[config.mk]
export PLATFORM = sky130hd
export DESIGN_NAME = spp_receive_window_tracker
export DESIGN_NICKNAME = d
export VERILOG_FILES = /design/src/sprwt_pkg.sv /design/src/spp_receive_window_tracker.sv
export SDC_FILE = /design/constraint.sdc
export NUM_CORES = 1
export LEC_CHECK = 0
export BUFFER_PORTS_ARGS = -buffer_cell sky130_fd_sc_hd__buf_2
export CAP_MARGIN = 20
export CORE_MARGIN = 2
export CORE_UTILIZATION = 63
export CTS_BUF_LIST = sky130_fd_sc_hd__clkbuf_8
export DETAILED_ROUTE_END_ITERATION = 10
export GPL_TIMING_DRIVEN = 0
export PLACE_DENSITY = 0.87
export SYNTH_ARGS = -nofsm -noshare
export SYNTH_HDL_FRONTEND = slang
export SYNTH_SLANG_ARGS = --single-unit
[constraint.sdc]
create_clock -name aclk -period 12.25 [get_ports aclk]
set_clock_uncertainty 0.2 [all_clocks]
set_input_delay 1.8375 -clock aclk [delete_from_list [all_inputs] [get_ports aclk]]
set_output_delay 1.8375 -clock aclk [all_outputs]
set_load 0.005 [all_outputs]
[src/sprwt_pkg.sv]
// Package for the receive window tracker: sequencer states, result kinds
// and configuration register indexes. No dependencies.
package sprwt_pkg;

    localparam int SEQ_W  = 16;
    localparam int HOST_W = 48;
    localparam int KIND_W = 3;
    localparam int CFG_AW = 2;

    typedef enum logic [KIND_W-1:0] {
        KIND_DELIVER = 3'd0,
        KIND_ACK     = 3'd1,
        KIND_OUTWIN  = 3'd2,
        KIND_DUP     = 3'd3,
        KIND_PEER    = 3'd4
    } kind_t;

    typedef enum logic [CFG_AW-1:0] {
        CFG_PEER_HOST    = 2'd0,
        CFG_PEER_SOCKET  = 2'd1,
        CFG_PEER_CONN_ID = 2'd2,
        CFG_UNUSED       = 2'd3
    } cfg_idx_t;

    typedef enum logic [2:0] {
        ST_IDLE,
        ST_CHECK,
        ST_DELIVER,
        ST_SEND,
        ST_ACK
    } state_t;

endpackage

[src/spp_receive_window_tracker.sv]
// Receive window tracker for a sequenced packet connection: peer check,
// reorder window, in-order delivery and acknowledgement. Uses sprwt_pkg.
//
//   channel   dir  handshake        contents
//   s_*       in   s_valid/s_ready  received packet header, one per beat
//   m_*       out  m_valid/m_ready  deliver, ack or drop result, one per beat
//   cfg_*     in   cfg_wr_en        peer host, socket and connection id
//
// A header is taken in ST_IDLE and checked in ST_CHECK, which sends a drop or
// mismatch; ST_DELIVER then hands out in-order data, and a kept packet passes
// ST_SEND and goes to ST_ACK when an ack goes out. A single shared 16-bit adder
// serves the window offset, the receive and send sequence increments and the ack
// allocation. Reset is synchronous; it empties the window and zeroes both
// sequences. A stalled result beat holds the sequencer until it is taken.
module spp_receive_window_tracker
    import sprwt_pkg::*;
#(
    parameter int WINDOW = 4
) (
    input  logic                 aclk,
    input  logic                 aresetn,

    input  logic                 cfg_wr_en,
    input  logic [CFG_AW-1:0]    cfg_addr,
    input  logic [HOST_W-1:0]    cfg_wdata,

    input  logic                 s_valid,
    output logic                 s_ready,
    input  logic [HOST_W-1:0]    s_src_host,
    input  logic [SEQ_W-1:0]     s_src_socket,
    input  logic [SEQ_W-1:0]     s_src_conn_id,
    input  logic                 s_is_data,
    input  logic                 s_wants_ack,
    input  logic [SEQ_W-1:0]     s_seq_num,
    input  logic [SEQ_W-1:0]     s_alloc_num,
    input  logic [SEQ_W-1:0]     s_payload_tag,

    output logic                 m_valid,
    input  logic                 m_ready,
    output logic [KIND_W-1:0]    m_kind,
    output logic [SEQ_W-1:0]     m_out_tag,
    output logic [SEQ_W-1:0]     m_ack_send_seq,
    output logic [SEQ_W-1:0]     m_ack_recv_seq,
    output logic [SEQ_W-1:0]     m_ack_alloc,
    output logic                 m_last
);

    localparam int IDX_W = (WINDOW > 1) ? $clog2(WINDOW) : 1;

    state_t              state_reg, state_next;

    logic [HOST_W-1:0]   peer_host_reg;
    logic [SEQ_W-1:0]    peer_socket_reg;
    logic [SEQ_W-1:0]    peer_conn_id_reg;

    logic [HOST_W-1:0]   host_reg, host_next;
    logic [SEQ_W-1:0]    socket_reg, socket_next;
    logic [SEQ_W-1:0]    conn_reg, conn_next;
    logic                is_data_reg, is_data_next;
    logic                need_ack_reg, need_ack_next;
    logic [SEQ_W-1:0]    seq_reg, seq_next;
    logic [SEQ_W-1:0]    alloc_reg, alloc_next;
    logic [SEQ_W-1:0]    tag_reg, tag_next;

    logic [SEQ_W-1:0]    recv_seq_reg, recv_seq_next;
    logic [SEQ_W-1:0]    send_seq_reg, send_seq_next;
    logic [WINDOW-1:0]   filled_reg, filled_next;
    logic [SEQ_W-1:0]    slot_tag_reg  [WINDOW];
    logic [SEQ_W-1:0]    slot_tag_next [WINDOW];

    logic                m_valid_reg, m_valid_next;
    kind_t               m_kind_reg, m_kind_next;
    logic [SEQ_W-1:0]    m_out_tag_reg, m_out_tag_next;
    logic [SEQ_W-1:0]    m_send_reg, m_send_next;
    logic [SEQ_W-1:0]    m_recv_reg, m_recv_next;
    logic [SEQ_W-1:0]    m_alloc_reg, m_alloc_next;
    logic                m_last_reg, m_last_next;

    logic [SEQ_W-1:0]    add_a;
    logic [SEQ_W-1:0]    add_b;
    logic                add_cin;
    logic [SEQ_W-1:0]    add_sum;
    logic [SEQ_W-1:0]    free_cnt;
    logic [IDX_W-1:0]    off_idx;
    logic                out_free;
    logic                peer_ok;

    assign s_ready        = (state_reg == ST_IDLE);
    assign m_valid        = m_valid_reg;
    assign m_kind         = m_kind_reg;
    assign m_out_tag      = m_out_tag_reg;
    assign m_ack_send_seq = m_send_reg;
    assign m_ack_recv_seq = m_recv_reg;
    assign m_ack_alloc    = m_alloc_reg;
    assign m_last         = m_last_reg;

    assign out_free = !m_valid_reg || m_ready;
    assign peer_ok  = (host_reg == peer_host_reg) && (socket_reg == peer_socket_reg)
                      && (conn_reg == peer_conn_id_reg);
    assign free_cnt = SEQ_W'($countones(~filled_reg));
    assign off_idx  = add_sum[IDX_W-1:0];

    // shared adder
    always_comb begin
        unique case (state_reg)
            ST_CHECK: begin
                add_a   = seq_reg;
                add_b   = ~recv_seq_reg;
                add_cin = 1'b1;
            end
            ST_DELIVER: begin
                add_a   = recv_seq_reg;
                add_b   = '0;
                add_cin = 1'b1;
            end
            ST_SEND: begin
                add_a   = send_seq_reg;
                add_b   = '0;
                add_cin = 1'b1;
            end
            ST_ACK: begin
                add_a   = recv_seq_reg;
                add_b   = free_cnt;
                add_cin = 1'b0;
            end
            default: begin
                add_a   = '0;
                add_b   = '0;
                add_cin = 1'b0;
            end
        endcase
        add_sum = add_a + add_b + SEQ_W'(add_cin);
    end

    always_comb begin
        state_next     = state_reg;
        host_next      = host_reg;
        socket_next    = socket_reg;
        conn_next      = conn_reg;
        is_data_next   = is_data_reg;
        need_ack_next  = need_ack_reg;
        seq_next       = seq_reg;
        alloc_next     = alloc_reg;
        tag_next       = tag_reg;
        recv_seq_next  = recv_seq_reg;
        send_seq_next  = send_seq_reg;
        filled_next    = filled_reg;
        slot_tag_next  = slot_tag_reg;
        m_valid_next   = m_valid_reg && !m_ready;
        m_kind_next    = m_kind_reg;
        m_out_tag_next = m_out_tag_reg;
        m_send_next    = m_send_reg;
        m_recv_next    = m_recv_reg;
        m_alloc_next   = m_alloc_reg;
        m_last_next    = m_last_reg;

        unique case (state_reg)
            ST_IDLE: begin
                if (s_valid) begin
                    host_next     = s_src_host;
                    socket_next   = s_src_socket;
                    conn_next     = s_src_conn_id;
                    is_data_next  = s_is_data;
                    need_ack_next = s_wants_ack;
                    seq_next      = s_seq_num;
                    alloc_next    = s_alloc_num;
                    tag_next      = s_payload_tag;
                    state_next    = ST_CHECK;
                end
            end
            ST_CHECK: begin
                if (!peer_ok || (is_data_reg && (add_sum >= SEQ_W'(WINDOW)))
                        || (is_data_reg && filled_reg[off_idx])) begin
                    if (out_free) begin
                        m_valid_next   = 1'b1;
                        m_out_tag_next = '0;
                        m_send_next    = '0;
                        m_recv_next    = '0;
                        m_alloc_next   = '0;
                        m_last_next    = 1'b1;
                        if (!peer_ok) begin
                            m_kind_next = KIND_PEER;
                        end else if (add_sum >= SEQ_W'(WINDOW)) begin
                            m_kind_next = KIND_OUTWIN;
                        end else begin
                            m_kind_next = KIND_DUP;
                        end
                        state_next = ST_IDLE;
                    end
                end else if (is_data_reg) begin
                    filled_next[off_idx]   = 1'b1;
                    slot_tag_next[off_idx] = tag_reg;
                    state_next             = ST_DELIVER;
                end else begin
                    state_next = ST_SEND;
                end
            end
            ST_DELIVER: begin
                if (filled_reg[0]) begin
                    if (out_free) begin
                        m_valid_next   = 1'b1;
                        m_kind_next    = KIND_DELIVER;
                        m_out_tag_next = slot_tag_reg[0];
                        m_send_next    = '0;
                        m_recv_next    = '0;
                        m_alloc_next   = '0;
                        m_last_next    = 1'b0;
                        // advance the window by one slot
                        filled_next    = filled_reg >> 1;
                        for (int i = 0; i < WINDOW - 1; i++) begin
                            slot_tag_next[i] = slot_tag_reg[i+1];
                        end
                        recv_seq_next  = add_sum;
                        need_ack_next  = 1'b1;
                    end
                end else begin
                    state_next = ST_SEND;
                end
            end
            ST_SEND: begin
                if (alloc_reg == add_sum) begin
                    send_seq_next = add_sum;
                    state_next    = ST_ACK;
                end else if (need_ack_reg) begin
                    state_next = ST_ACK;
                end else begin
                    state_next = ST_IDLE;
                end
            end
            ST_ACK: begin
                if (out_free) begin
                    m_valid_next   = 1'b1;
                    m_kind_next    = KIND_ACK;
                    m_out_tag_next = '0;
                    m_send_next    = send_seq_reg;
                    m_recv_next    = recv_seq_reg;
                    m_alloc_next   = add_sum;
                    m_last_next    = 1'b1;
                    state_next     = ST_IDLE;
                end
            end
            default: begin
                state_next = ST_IDLE;
            end
        endcase
    end

    always_ff @(posedge aclk) begin
        if (!aresetn) begin
            state_reg        <= ST_IDLE;
            recv_seq_reg     <= '0;
            send_seq_reg     <= '0;
            filled_reg       <= '0;
            m_valid_reg      <= 1'b0;
            peer_host_reg    <= '0;
            peer_socket_reg  <= '0;
            peer_conn_id_reg <= '0;
        end else begin
            state_reg    <= state_next;
            recv_seq_reg <= recv_seq_next;
            send_seq_reg <= send_seq_next;
            filled_reg   <= filled_next;
            m_valid_reg  <= m_valid_next;
            if (cfg_wr_en) begin
                unique case (cfg_idx_t'(cfg_addr))
                    CFG_PEER_HOST:    peer_host_reg    <= cfg_wdata;
                    CFG_PEER_SOCKET:  peer_socket_reg  <= cfg_wdata[SEQ_W-1:0];
                    CFG_PEER_CONN_ID: peer_conn_id_reg <= cfg_wdata[SEQ_W-1:0];
                    default: begin
                    end
                endcase
            end
        end
    end

    always_ff @(posedge aclk) begin
        host_reg      <= host_next;
        socket_reg    <= socket_next;
        conn_reg      <= conn_next;
        is_data_reg   <= is_data_next;
        need_ack_reg  <= need_ack_next;
        seq_reg       <= seq_next;
        alloc_reg     <= alloc_next;
        tag_reg       <= tag_next;
        slot_tag_reg  <= slot_tag_next;
        m_kind_reg    <= m_kind_next;
        m_out_tag_reg <= m_out_tag_next;
        m_send_reg    <= m_send_next;
        m_recv_reg    <= m_recv_next;
        m_alloc_reg   <= m_alloc_next;
        m_last_reg    <= m_last_next;
    end

endmodule

-- After elaboration in Yosys (flattened, before gate mapping)
Cells that the tools add are included.
- bits in registers: 382
- input port bits: 185
- output and inout port bits: 70
- logic and storage cells: 164
- $add $sub $neg: 5
- magnitude comparators: 5
- eq/ne operators: 19
- multiplexer cells: 69
- bitwise logic cells: 5
- reductions and logical operators: 34
- operator list (kind ; number):
    $mux 16 ; 17
    $pmux 16 s3 ; 5
    $mux 64 ; 2
    $mux 48 ; 2
    $pmux 48 s2 ; 1
    $bwmux 64 ; 1
    $eq 16x16->1 ; 3
    $eq 48x48->1 ; 1
    $mux 3 ; 12
    $demux 16 s2 ; 1
    $pmux 16 s2 ; 1
    $ne 2x2->1 const B ; 9
    $add 16x1->16 ; 1
    $add 16x16->16 ; 1
    $ge 16x3->1 const B ; 1
    $mux 4 ; 4
    $not 16->16 ; 1
    $mux 1 ; 15
    $pmux 3 s5 ; 1
    $reduce_and 2->1 ; 6
    $reduce_and 4->1 ; 3
    $pmux 3 s3 ; 1
    $reduce_and 3->1 ; 3
    $pmux 4 s2 ; 1
    30 further kinds ; 44

-- Depth between registers and ports, before layout
Gate-level depths: netlist (run 1).
- word-level depth: 15
- depth in mapped cells: 20
- depth with buffers taken out: 15

-- Least setup slack after synthesis (run 1)
OpenSTA, ideal clock, no wires.
- kind: register -> register
- from: reg state_reg[2]
- to: reg m_alloc_reg[0], in the netlist m_ack_alloc[0] (enable)
- library setup time: 0.470 ns
- arrival time: 6.240 ns
- required time: 11.580 ns
- setup slack: 5.341 ns
- cell stages (with the launch flop): 17
- path buffers: 5
- period minus slack after synthesis: 6.909 ns
- cells stage by stage: dfxtp_1 -> buf_2 -> clkbuf_1 -> clkbuf_1 -> clkbuf_1 -> o21bai_1 -> fa_1 -> fa_1 -> a21o_1 -> and4_1 -> clkbuf_1 -> o21ai_0 -> o211ai_1 -> and4b_1 -> nand4b_1 -> o21ai_0 -> a21oi_1
- word-level cells in the longest chain between the ends: 11
- elaborated cells between the ends (all ways): 23
- those cells by class: add/sub: 2; order compare: 1; eq/ne: 7; mux: 5; reduce/logical: 8
- ends and longest elaborated chain (what ; RTL line ; source):
    from (decl) ; spp_receive_window_tracker.sv:50 ; state_t state_reg, state_next;
    from (signal assigned) ; spp_receive_window_tracker.sv:259 ; state_reg <= state_next;
    $eq 3x3->1 or $eq 3x2->1 (tied branches) ; spp_receive_window_tracker.sv:105, spp_receive_window_tracker.sv:157 ;
    $reduce_or 2->1 (no source line) ; - ;
    $pmux 16 s3 ; spp_receive_window_tracker.sv:105 ; unique case (state_reg)
    $add 16x16->16 ; spp_receive_window_tracker.sv:132 ; add_sum = add_a + add_b + SEQ_W'(add_cin);
    $add 16x1->16 ; spp_receive_window_tracker.sv:132 ;
    $ge 16x3->1 or $bmux 1 s2 (tied branches) ; spp_receive_window_tracker.sv:172, spp_receive_window_tracker.sv:173 ;
    $logic_and 1x1->1 or $mux 1 (tied branches) ; spp_receive_window_tracker.sv:172, spp_receive_window_tracker.sv:173 ;
    $logic_or 1x1->1 or $logic_and 1x1->1 (tied branches) ; spp_receive_window_tracker.sv:172, spp_receive_window_tracker.sv:173 ;
    $logic_or 1x1->1 ; spp_receive_window_tracker.sv:173 ; || (is_data_reg && filled_reg[off_idx])) begin
    $ne 2x2->1 (no source line) ; - ;
    $reduce_and 4->1 (no source line) * ; - ;
    to (signal assigned) ; spp_receive_window_tracker.sv:290 ; m_alloc_reg <= m_alloc_next;
    to (decl) ; spp_receive_window_tracker.sv:76 ; logic [SEQ_W-1:0] m_alloc_reg, m_alloc_next;
Mark *: on every way between the ends. The rest lies on a longest branch, timed or not. The select of a mux whose other input is x is not followed.
A chain may end at the register's enable or synchronous reset.

-- Final worst setup path (run 1)
- from: reg state_reg[2]
- to: reg m_alloc_reg[5], in the netlist m_ack_alloc[5] (enable)
Same word-level chain as after synthesis.

==> results of run 1 <==
[cell families after synthesis]
group | count (synthesis) | share of synthesized area, %
compound gates | 279 | 11.6
xor+xnor | 97 | 5.30
fa+ha+maj | 19 | 1.57
buf+inv | 99 | 2.69
flops | 382 | 62.0
mux | 34 | 2.13
simple gates | 502 | 14.7
[synth_stat cells, drive strengths merged (3+ instances only)]
| library cell | number | share of area (%) |
|---|---|---|
| a32o | 49 | 3.0 |
| a21o | 8 | 0.36 |
| o31a | 3 | 0.16 |
| nand3 | 16 | 0.51 |
| dfxtp | 120 | 15 |
| nand3b | 7 | 0.32 |
| a221oi | 3 | 0.16 |
| ha | 16 | 1.2 |
| or2 | 6 | 0.23 |
| nand2b | 6 | 0.23 |
| nand4 | 11 | 0.42 |
| o31ai | 7 | 0.40 |
| buf | 23 | 0.97 |
| or4 | 3 | 0.14 |
| edfxtp | 262 | 48 |
| nor3b | 3 | 0.14 |
| a211oi | 5 | 0.26 |
| xnor2 | 11 | 0.58 |
| nand2 | 230 | 5.2 |
| xor2 | 84 | 4.4 |
| and2 | 26 | 1.0 |
| a31oi | 3 | 0.11 |
| nor4 | 29 | 1.3 |
| nor3 | 28 | 0.91 |
| nor2 | 75 | 1.7 |
| a21oi | 132 | 4.0 |
| nor2b | 7 | 0.26 |
| o21ai | 20 | 0.60 |
| o211ai | 7 | 0.32 |
| clkbuf | 65 | 1.5 |
| mux2i | 33 | 2.0 |
| o21bai | 15 | 0.68 |
| fa | 3 | 0.36 |
| inv | 11 | 0.25 |
| and3 | 38 | 1.5 |
| and3b | 4 | 0.21 |
| or3 | 6 | 0.23 |
[worst reg2reg max path: stages (launching register included)]
cell      delay, ps
dfxtp_1         370
buf_2           250
clkbuf_1        380
clkbuf_1        400
clkbuf_1        480
o21bai_1        190
fa_1            520
fa_1            470
a21o_1          220
and4_1          200
clkbuf_1        180
or4_1           470
nand3_2         190
and4b_1         220
nand4b_1        300
o21ai_0         810
a21oi_4         330
buf_12          290
[area by class of cell]
class | instances | area (sq um)
buffer | 88 | 404
tap | 335 | 419
timing repair buffer | 262 | 1390
clock inverter | 42 | 254
fill | 1674 | 6360
antenna | 1 | 2.50
sequential | 382 | 10300
multi-input combinational | 931 | 5870
inverter | 11 | 41.3
clock buffer | 65 | 895
[how the worst max path moves through the flow]
stage	slack [ps]	depth (start not counted)	endpoint	start
after floorplan	5340	16	m_ack_alloc[0]	state_reg[2]
after global placement	3490	16	m_ack_alloc[12]	state_reg[2]
after detailed placement	5710	17	m_ack_alloc[10]	state_reg[2]
after CTS	5650	17	m_ack_alloc[15]	state_reg[2]
after global routing	5250	17	m_ack_alloc[5]	state_reg[2]
final	5510	17	m_ack_alloc[5]	state_reg[2]
[per-layer routing]
metal	vias to the layer above	track usage (%)
li1	5843	-
met1	6056	42.0
met2	773	51.4
met3	100	5.77
met4	2	10.7
met5	-	0
[power groups by stage]
stage          registers (mW)  logic (mW)  clock network (mW)
6_report                 1.46       0.309                1.03
2_1_floorplan            1.49       0.177                   0
4_1_cts                  1.46       0.304                1.04
3_3_place_gp             1.50       0.288                   0
5_1_grt                  1.47       0.334                1.09
3_5_place_dp             1.49       0.302                   0
==> impl_results.md, run 1 <==
* Vias per Instance at 6.03
* IO buf count at 254
* Wire per inst at 20.6 um
* Vias at 12800
* Post-route cell area at 0.0195 sq mm
* Ys flop type: edfxtp_1
* Worst-path clk slew at 70 ps
* Max cap viols at 0
* Non-filler cells, final at 2117
* Relative slew slack at 35.1%
* Nets at 1937
* Mapped Cells at 1412
* P_sw at 0.705 mW
* Worst Path Buf+Inv at 6
* Placed Cells at 2009
* TritonCTS Buffers at 57
* CTS tree: yes
* Chip Height at 166 um
* Final worst path period share at 55.0%
* DR WL met2 at 21000 um
* Cell family with the largest share of critical-path delay: buffers and inverters
* Reg2reg end: m_ack_alloc[5]
* Most frequent cells in the layout: buf_2, edfxtp_1, nand2_1, a21oi_1, dfxtp_1
* Htree depth at 2
* Placed Area at 0.0184 sq mm
* Actual slew at the worst max-slew pin at 971 ps
* CP Capture Type: register
* Most frequent CP cell: clkbuf_1
* Setup TNS at 0 ps
* Fmax at 0.148 GHz
* Syn_nets at 1616
* Sw frac at 25.2%
* Met3 WL at 4290 um
* All-layer global routing usage at 31.2%
* Power density over the cells at 143 mW/mm^2
* Num ports at 255
* Final core utilization at 75.4%
* Synth-to-Final Area Change at 18.1%
* Reg-to-reg slack, setup at 5510 ps
* Number of flops mapped to enable cells by yosys at 262
* Yosys cell types at 77
* Post-CTS resize count at 0
* DRT iter0 DRCs at 1348
* Sum of routed wire segments on met1 at 17000 um
* Initial Util at 63.9%
* Top Metal Used: met5
* Peak VDD IR at 0.000117 V
* Hold_ws at 267 ps
* Asr flop ratio synth at 0%
* Die area at 0.0276 sq mm
* P_leak at 7.58 nW
* Critical Path Fanout Max at 32
* RSZ-0062 raised after global routing: false
* Synthesized area per cell at 11.7 sq um
* GR Overflow Total at 0
* Post-CTS Setup Inserts at 0
* Final Hold Viols at 0
* Post-Syn Area at 0.0166 sq mm
* CP Class: register to register
* Status: finished clean
* # DRC at 0
* WP data required at 12380 ps
* Final WS setup at 5510 ps
* Max FFs per register at 64
* Sink Count at 382
* Register area share after synthesis at 62.0%
* Global-route wire length before repair at 67600 um
* GPL Wtd Cong at 0.954
* 1st-pass router iterations at 5
* Pre-CTS WS at 5710 ps
* Hold buffers post-CTS at 0
* ANT nets after route at 0
* Combinational share of power at 11.0%
* Die X at 166 um
* Initial antenna violation count at 2
* Final Power at 2.80 mW
* Number of global-route vias before repair at 12500
* Core Area at 0.0259 sq mm
* Fin crit period at 6740 ps
* Layout cell share with drive strength beyond 1 at 21.6%
* Clk Latency, worst-skew pair at 610 ps
* Slew Limit Fails at 0
* Warnings from Yosys at 0
* Register-to-Register Path Depth at 17
* Startpoint Class: register
* Seq cells post-synth at 382
* HPWL after DPL at 32300 um
* Hold Startpoint: peer_host_reg[33]
* Reg power frac at 52.3%
* RR Startpoint: state_reg[2]
* Largest net degree at the start of global routing at 52
* Worst hold path type: register to register
* # setup viols final at 0
* Hold Path Sink: peer_host_reg[33]
* Routed WL at 43500 um
* Critical-path cell list: buf_2, clkbuf_1, clkbuf_1, clkbuf_1, o21bai_1, fa_1, fa_1, a21o_1, and4_1, clkbuf_1, or4_1, nand3_2, and4b_1, nand4b_1, o21ai_0, a21oi_4, buf_12
* Clock share of power at 36.7%
* Crit-path max cell delay at 810 ps
* Cell row count at 59
* Worst EP arrival at 6870 ps
* Cell Int Power at 2.09 mW
* CTS max path bufs at 3
* Clk Tree Root Cell: clkbuf_8
* CP max-delay cell: o21ai_0
* Hold Path Cell Cnt at 2
Power figures use the tool's default switching activity.
==> inputs of run 2 (changes only) <==
ABC_AREA = 1   (was not set)
CORE_UTILIZATION = 59   (was 63)
PLACE_DENSITY = 0.83   (was 0.87)
clock period = 6.3 ns   (was 12.25 ns; I/O delays follow)
==> run 2 against run 1 <==
Worst hold slack lost 12 ps. Global-route usage down 2.7 points. Clock power grew 110%. Synthesized area fell by 2.9%. Setup slack worse by 5100 ps. Largest power group unchanged.
==> impl_results.md, run 2 <==
* Final Hold Viols at 0
* Wire per inst at 17.7 um
* Cell with the most instances after synthesis: nor2_1
* Fin crit period at 5880 ps
* CP Capture Type: register
* P_leak at 8.21 nW
* Worst hold path type: register to register
* DRT iter0 DRCs at 1066
* CP Class: register to register
* Hold_ws at 254 ps
* Relative slew slack at 46.1%
* Max cap viols at 0
* # fillers at 1965
* All-layer global routing usage at 28.5%
* Critical Path Fanout Max at 12
* GPL Wtd Cong at 0.931
* Num ports at 255
* Hold Path Cell Cnt at 0
* Actual slew at the worst max-slew pin at 808 ps
* Final worst path period share at 93.4%
* Die X at 169 um
* Pre-CTS WS at 612 ps
* Clk Tree Root Cell: clkbuf_8
* Slew Limit Fails at 0
* Reg-to-reg slack, setup at 420 ps
* Initial antenna violation count at 4
* ANT nets after route at 0
* Hold buffers post-CTS at 0
* Post-CTS resize count at 0
* Fmax at 0.170 GHz
* # DRC at 0
* Cell family with the largest share of critical-path delay: simple AND/OR/NAND/NOR gates
* TritonCTS Buffers at 59
* Nets at 2095
* Worst-path clk slew at 70 ps
* Routed WL at 40500 um
* Yosys top cell by area: edfxtp_1
* Seq cells post-synth at 382
* Synth top cells by count: nor2_1, edfxtp_1, nand2_1, inv_1, o21ai_0
* Cell row count at 60
* Worst Setup EP: slot_tag_reg[63]
* Die area at 0.0286 sq mm
* # setup viols final at 0
* Final Power at 5.48 mW
* Final WS setup at 416 ps
* Ys flop type: edfxtp_1
* Sink Count at 382
* Most frequent cells in the layout: nor2_1, edfxtp_1, buf_2, nand2_1, inv_1
* Post-CTS Setup Inserts at 0
* Syn_nets at 1769
* Mapped Cells at 1565
* GR Overflow Total at 0
* Largest net degree at the start of global routing at 36
* Status: finished clean
* Layout cell share with drive strength beyond 1 at 20.9%
* Worst Path Buf+Inv at 3
* CP max-delay cell: fa_1
* Number of global-route vias before repair at 12100
* Startpoint Class: register
* Register area share after synthesis at 63.9%
* Critical-path cell list: inv_1, nand3_2, clkinv_1, a22oi_1, o21ai_0, fa_1, fa_1, nand3_1, nand2_1, nand2_1, nand2_1, xnor2_1, nand3_1, nor2_1, nand3_2, nand2_1, nand4_2, nand2_2, nand3_2, a21oi_1, buf_4
* Max FFs per register at 64
* Clk Latency, worst-skew pair at 600 ps
* CTS max path bufs at 3
* Initial Util at 59.8%
* Yosys cell types at 49
* Post-Syn Area at 0.0161 sq mm
* Chip Height at 169 um
* 1st-pass router iterations at 5
* Worst EP arrival at 5970 ps
* Number of flops mapped to enable cells by yosys at 262
* Global-route wire length before repair at 62800 um
* RSZ-0062 raised after global routing: false
* Core Area at 0.0269 sq mm
* RR Startpoint: state_reg[1]
* CTS tree: yes
* Synthesized area per cell at 10.3 sq um
* Most frequent CP cell: nand2_1
* Power density over the cells at 285 mW/mm^2
* Synth-to-Final Area Change at 19.6%
* Reg2reg end: slot_tag_reg[63]
* Htree depth at 2
* CP startpoint: state_reg[1]
* Ranking of synthesized cells by area: edfxtp_1, dfxtp_1, nor2_1
* Commonest non-fill, non-tap cell in the layout: nor2_1
* Peak VDD IR at 0.000238 V
* WP data required at 6390 ps
* Vias per Instance at 5.33
* Yosys top cell area share at 48.9%
* IO buf count at 254
* Crit-path max cell delay at 510 ps
* Vias at 12200
* Register-to-Register Path Depth at 21
* HPWL after DPL at 30300 um
* Warnings from Yosys at 0
* Critical path depth at 21
* Asr flop ratio synth at 0%
run 2: changes by cell type after synthesis, moves of 17 or more:
| cell | before | now |
|---|---|---|
| o21ai_2 | 0 | 20 |
| a21oi_1 | 130 | 57 |
| o21ai_0 | 16 | 134 |
| and2_1 | 25 | 2 |
| and3_1 | 37 | 0 |
| clkbuf_1 | 65 | 47 |
| a32o_1 | 49 | 0 |
| nor4_1 | 27 | 6 |
| xnor2_1 | 11 | 31 |
| a22oi_1 | 0 | 17 |
| inv_1 | 10 | 187 |
| nor2_1 | 75 | 264 |
| xor2_1 | 84 | 47 |
| mux2i_1 | 33 | 0 |
run 2: logic make-up after synthesis:
| family | Yosys count | share of synthesized area [%] |
|---|---|---|
| XOR/XNOR | 79 | 4.35 |
| adder cells (fa/ha/maj) | 19 | 1.62 |
| AND/OR/NAND/NOR | 578 | 15.1 |
| buffers and inverters | 244 | 5.84 |
| flip-flops | 382 | 63.9 |
| AO/OA/AOI/OAI | 263 | 9.20 |
run 2: area by class of cell:
type / instances / area [sq um] / area share, %
buffer: 52 / 219 / 1.14
inverter: 192 / 721 / 3.75
tap: 341 / 427 / 2.22
multi-input combinational: 939 / 4900 / 25.5
timing repair buffer: 265 / 1450 / 7.52
clock inverter: 39 / 265 / 1.38
antenna: 3 / 7.51 / 0.0390
sequential: 382 / 10300 / 53.4
clock buffer: 71 / 977 / 5.08
run 2: worst min path at each step:
stage,start,endpoint,slack [ps]
after global placement,tag_reg[0],slot_tag_reg[0],230
after detailed placement,tag_reg[15],slot_tag_reg[15],240
final,tag_reg[5],slot_tag_reg[5],250
after floorplan,tag_reg[0],slot_tag_reg[0],230
after global routing,tag_reg[15],slot_tag_reg[15],260
after CTS,tag_reg[15],slot_tag_reg[15],250
run 2: stage by stage:
step / utilization [%] / area [sq um] / cells / TNS, ps
2_1_floorplan: - / 16100 / 1565 / 0
3_3_place_gp: 66.2 / 17800 / 2160 / -54020
3_5_place_dp: 66.9 / 18000 / 2171 / 0
4_1_cts: 71.5 / 19200 / 2281 / 0
5_1_grt: 71.6 / 19200 / 2283 / 0
6_report: 71.6 / 19200 / 2284 / 0
run 2: per-layer routing:
metal	share of wire [%]	track usage, %	vias up
met5	0.032	0	-
met4	3.6	12.2	2
met3	9.0	6.59	100
met2	47	47.2	640
met1	40	36.3	5557
li1	-	-	5868
run 2: power by group:
part	internal (mW)	leakage, nW	switching [mW]
logic	0.185	3.97	0.317
clock network	1.18	0.718	0.951
registers	2.79	3.53	0.0508
==> inputs of run 3 (changes only) <==
CELL_PAD_IN_SITES_DETAIL_PLACEMENT = 1   (was not set)
CELL_PAD_IN_SITES_GLOBAL_PLACEMENT = 1   (was not set)
CORE_UTILIZATION = 46   (was 59)
PLACE_DENSITY = not set   (was 0.83)
PLACE_DENSITY_LB_ADDON = 0.1   (was not set)
==> run 3 against run 2 <==
Core utilization is 15 points lower. Register-to-register slack lost 20 ps. Power grew 0.26%. Count of clock-buffer cells in the layout is 4 higher. First-iteration DRC count fell by 45%. Critical path depth down 1. Worst hold slack got worse by 12 ps. Wire length increased by 14%. Largest power group unchanged. Highest routed layer unchanged.
==> impl_results.md, run 3 (synthesis results as in run 2) <==
* IO buf count at 254
* Actual slew at the worst max-slew pin at 875 ps
* Final worst path period share at 93.8%
* ANT nets after route at 0
* Number of global-route vias before repair at 13000
* Wire per inst at 19.2 um
* Fin crit period at 5910 ps
* Largest net degree at the start of global routing at 27
* Clk Latency, worst-skew pair at 620 ps
* Final core utilization at 56.5%
* RSZ-0062 raised after global routing: false
* Power density over the cells at 282 mW/mm^2
* Reg power frac at 51.8%
* Hold Startpoint: tag_reg[1]
* Combinational share of power at 9.4%
* Post-route cell area at 0.0195 sq mm
* Max cap viols at 0
* DR WL met2 at 22200 um
* P_leak at 8.26 nW
* Register-to-Register Path Depth at 20
* Critical-path cell list: nand3_1, inv_1, clkbuf_1, a22oi_1, o21ai_0, ha_1, nand2_1, inv_1, a21oi_1, nand2_1, xor2_2, nand2_1, nor3_1, nand3_2, nand2_1, nand4_2, nand2_2, nand3_2, a21oi_2, buf_4
* Initial antenna violation count at 9
* Relative slew slack at 41.7%
* TritonCTS Buffers at 67
* Placed Area at 0.0182 sq mm
* Cell Int Power at 4.12 mW
* Routed WL at 46200 um
* CP Capture Type: register
* Worst EP arrival at 6010 ps
* Final Hold Viols at 0
* Global-route wire length before repair at 70400 um
* Worst hold path type: register to register
* WP data required at 6410 ps
* Num ports at 255
* Commonest non-fill, non-tap cell in the layout: nor2_1
* Status: finished clean
* Worst Path Buf+Inv at 4
* # setup viols final at 0
* P_sw at 1.37 mW
* Startpoint Class: register
* DRT iter0 DRCs at 589
* Clock share of power at 38.8%
* Sink Count at 382
* Htree depth at 3
* All-layer global routing usage at 25.8%
* Sw frac at 25.0%
* Layout cell share with drive strength beyond 1 at 21.2%
* Nets at 2107
* Chip Height at 191 um
* Synth-to-Final Area Change at 21.1%
* CTS max path bufs at 3
* Initial Util at 46.7%
* # DRC at 0
* GPL Wtd Cong at 0.864
* Fmax at 0.169 GHz
* Max FFs per register at 64
* Die area at 0.0365 sq mm
* Vias per Instance at 5.07
* Vias at 12200
* Critical path depth at 20
* Met3 WL at 2890 um
* Critical Path Fanout Max at 11
* RR Startpoint: state_reg[0]
* CP max-delay cell: clkbuf_1
* Most frequent cells in the layout: nor2_1, edfxtp_1, buf_2, nand2_1, inv_1
* Most frequent CP cell: nand2_1
* Worst-path clk slew at 60 ps
* Slew Limit Fails at 0
* Die X at 191 um
* CP Class: register to register
* Clk Tree Root Cell: clkbuf_8
* Cell family with the largest share of critical-path delay: simple AND/OR/NAND/NOR gates
* Crit-path max cell delay at 700 ps
* Peak VDD IR at 0.000192 V
* CP startpoint: state_reg[0]
* Core Area at 0.0345 sq mm
* Sum of routed wire segments on met1 at 19400 um
* Cell row count at 68
* 1st-pass router iterations at 5
* CTS tree: yes
* HPWL after DPL at 35000 um
* GR Overflow Total at 0
* Top Metal Used: met5
* Hold Path Cell Cnt at 0
==> run 3: changes by cell type in the layout (fill, tap and decap cells not counted), moves of 4 or more <==
cell,delta
clkinv_2,-5
buf_4,+4
clkinv_1,+5
inv_1,+4
clkbuf_8,+4
==> run 3: power groups by stage <==
stage | sequential, mW | combinational [mW] | clock [mW]
global placement | 2.91 | 0.470 | 0
detailed placement | 2.90 | 0.511 | 0
CTS | 2.85 | 0.515 | 2.18
global route | 2.86 | 0.574 | 2.30
floorplan | 2.89 | 0.278 | 0
finish | 2.85 | 0.516 | 2.13
==> run 3: cell type report <==
class,count,area [sq um]
clock inverters,45,223
inverters,192,724
diodes,5,12.5
repair buffers,269,1510
fillers,3951,15000
multi-input cells,939,4910
clock buffers,75,1030
plain buffers,52,220
flip-flops and latches,382,10300
well taps,455,569
==> run 3: final timing paths <==
check / slack [ps] / to
worst max-delay path: 390 / slot_tag_reg[55]
worst min-delay path: 240 / slot_tag_reg[1]
worst max register to register: 390 / slot_tag_reg[55]
worst min register to register: 240 / slot_tag_reg[1]
==> run 3: routing by layer <==
layer	GRT usage (%)	vias up
met1	32.2	5845
met5	0	-
met4	10.2	8
met3	5.95	105
met2	43.4	388
li1	-	5903
==> run 3: stage by stage <==
stage          instances  setup TNS, ps  power (mW)  worst slack (ps)  hold slack [ps]
4_1_cts             2406              0        5.55               118              249
2_1_floorplan       1565              0        3.17               487              226
5_1_grt             2411              0        5.73              62.1              251
3_5_place_dp        2286              0        3.41               153              235
6_report            2414              0        5.49               392              243
3_3_place_gp        2274        -145070        3.38             -1450              235
==> run 3: worst register-to-register path, stage by stage (launching register included) <==
cell      delay (ps)
dfxtp_1          450
nand3_1          240
inv_1            300
clkbuf_1         700
a22oi_1          230
o21ai_0          170
ha_1             320
nand2_1          110
inv_1             70
a21oi_1          150
nand2_1          210
xor2_2           400
nand2_1          100
nor3_1           430
nand3_2          220
nand2_1          140
nand4_2          180
nand2_2          180
nand3_2          180
a21oi_2          370
buf_4            250
==> run 3: repair_timing <==
action                                  CTS  global route
hold buffers                              0             0
endpoints found under the setup margin    0            71
buffers inserted                          0             3
resized for setup                         0             6
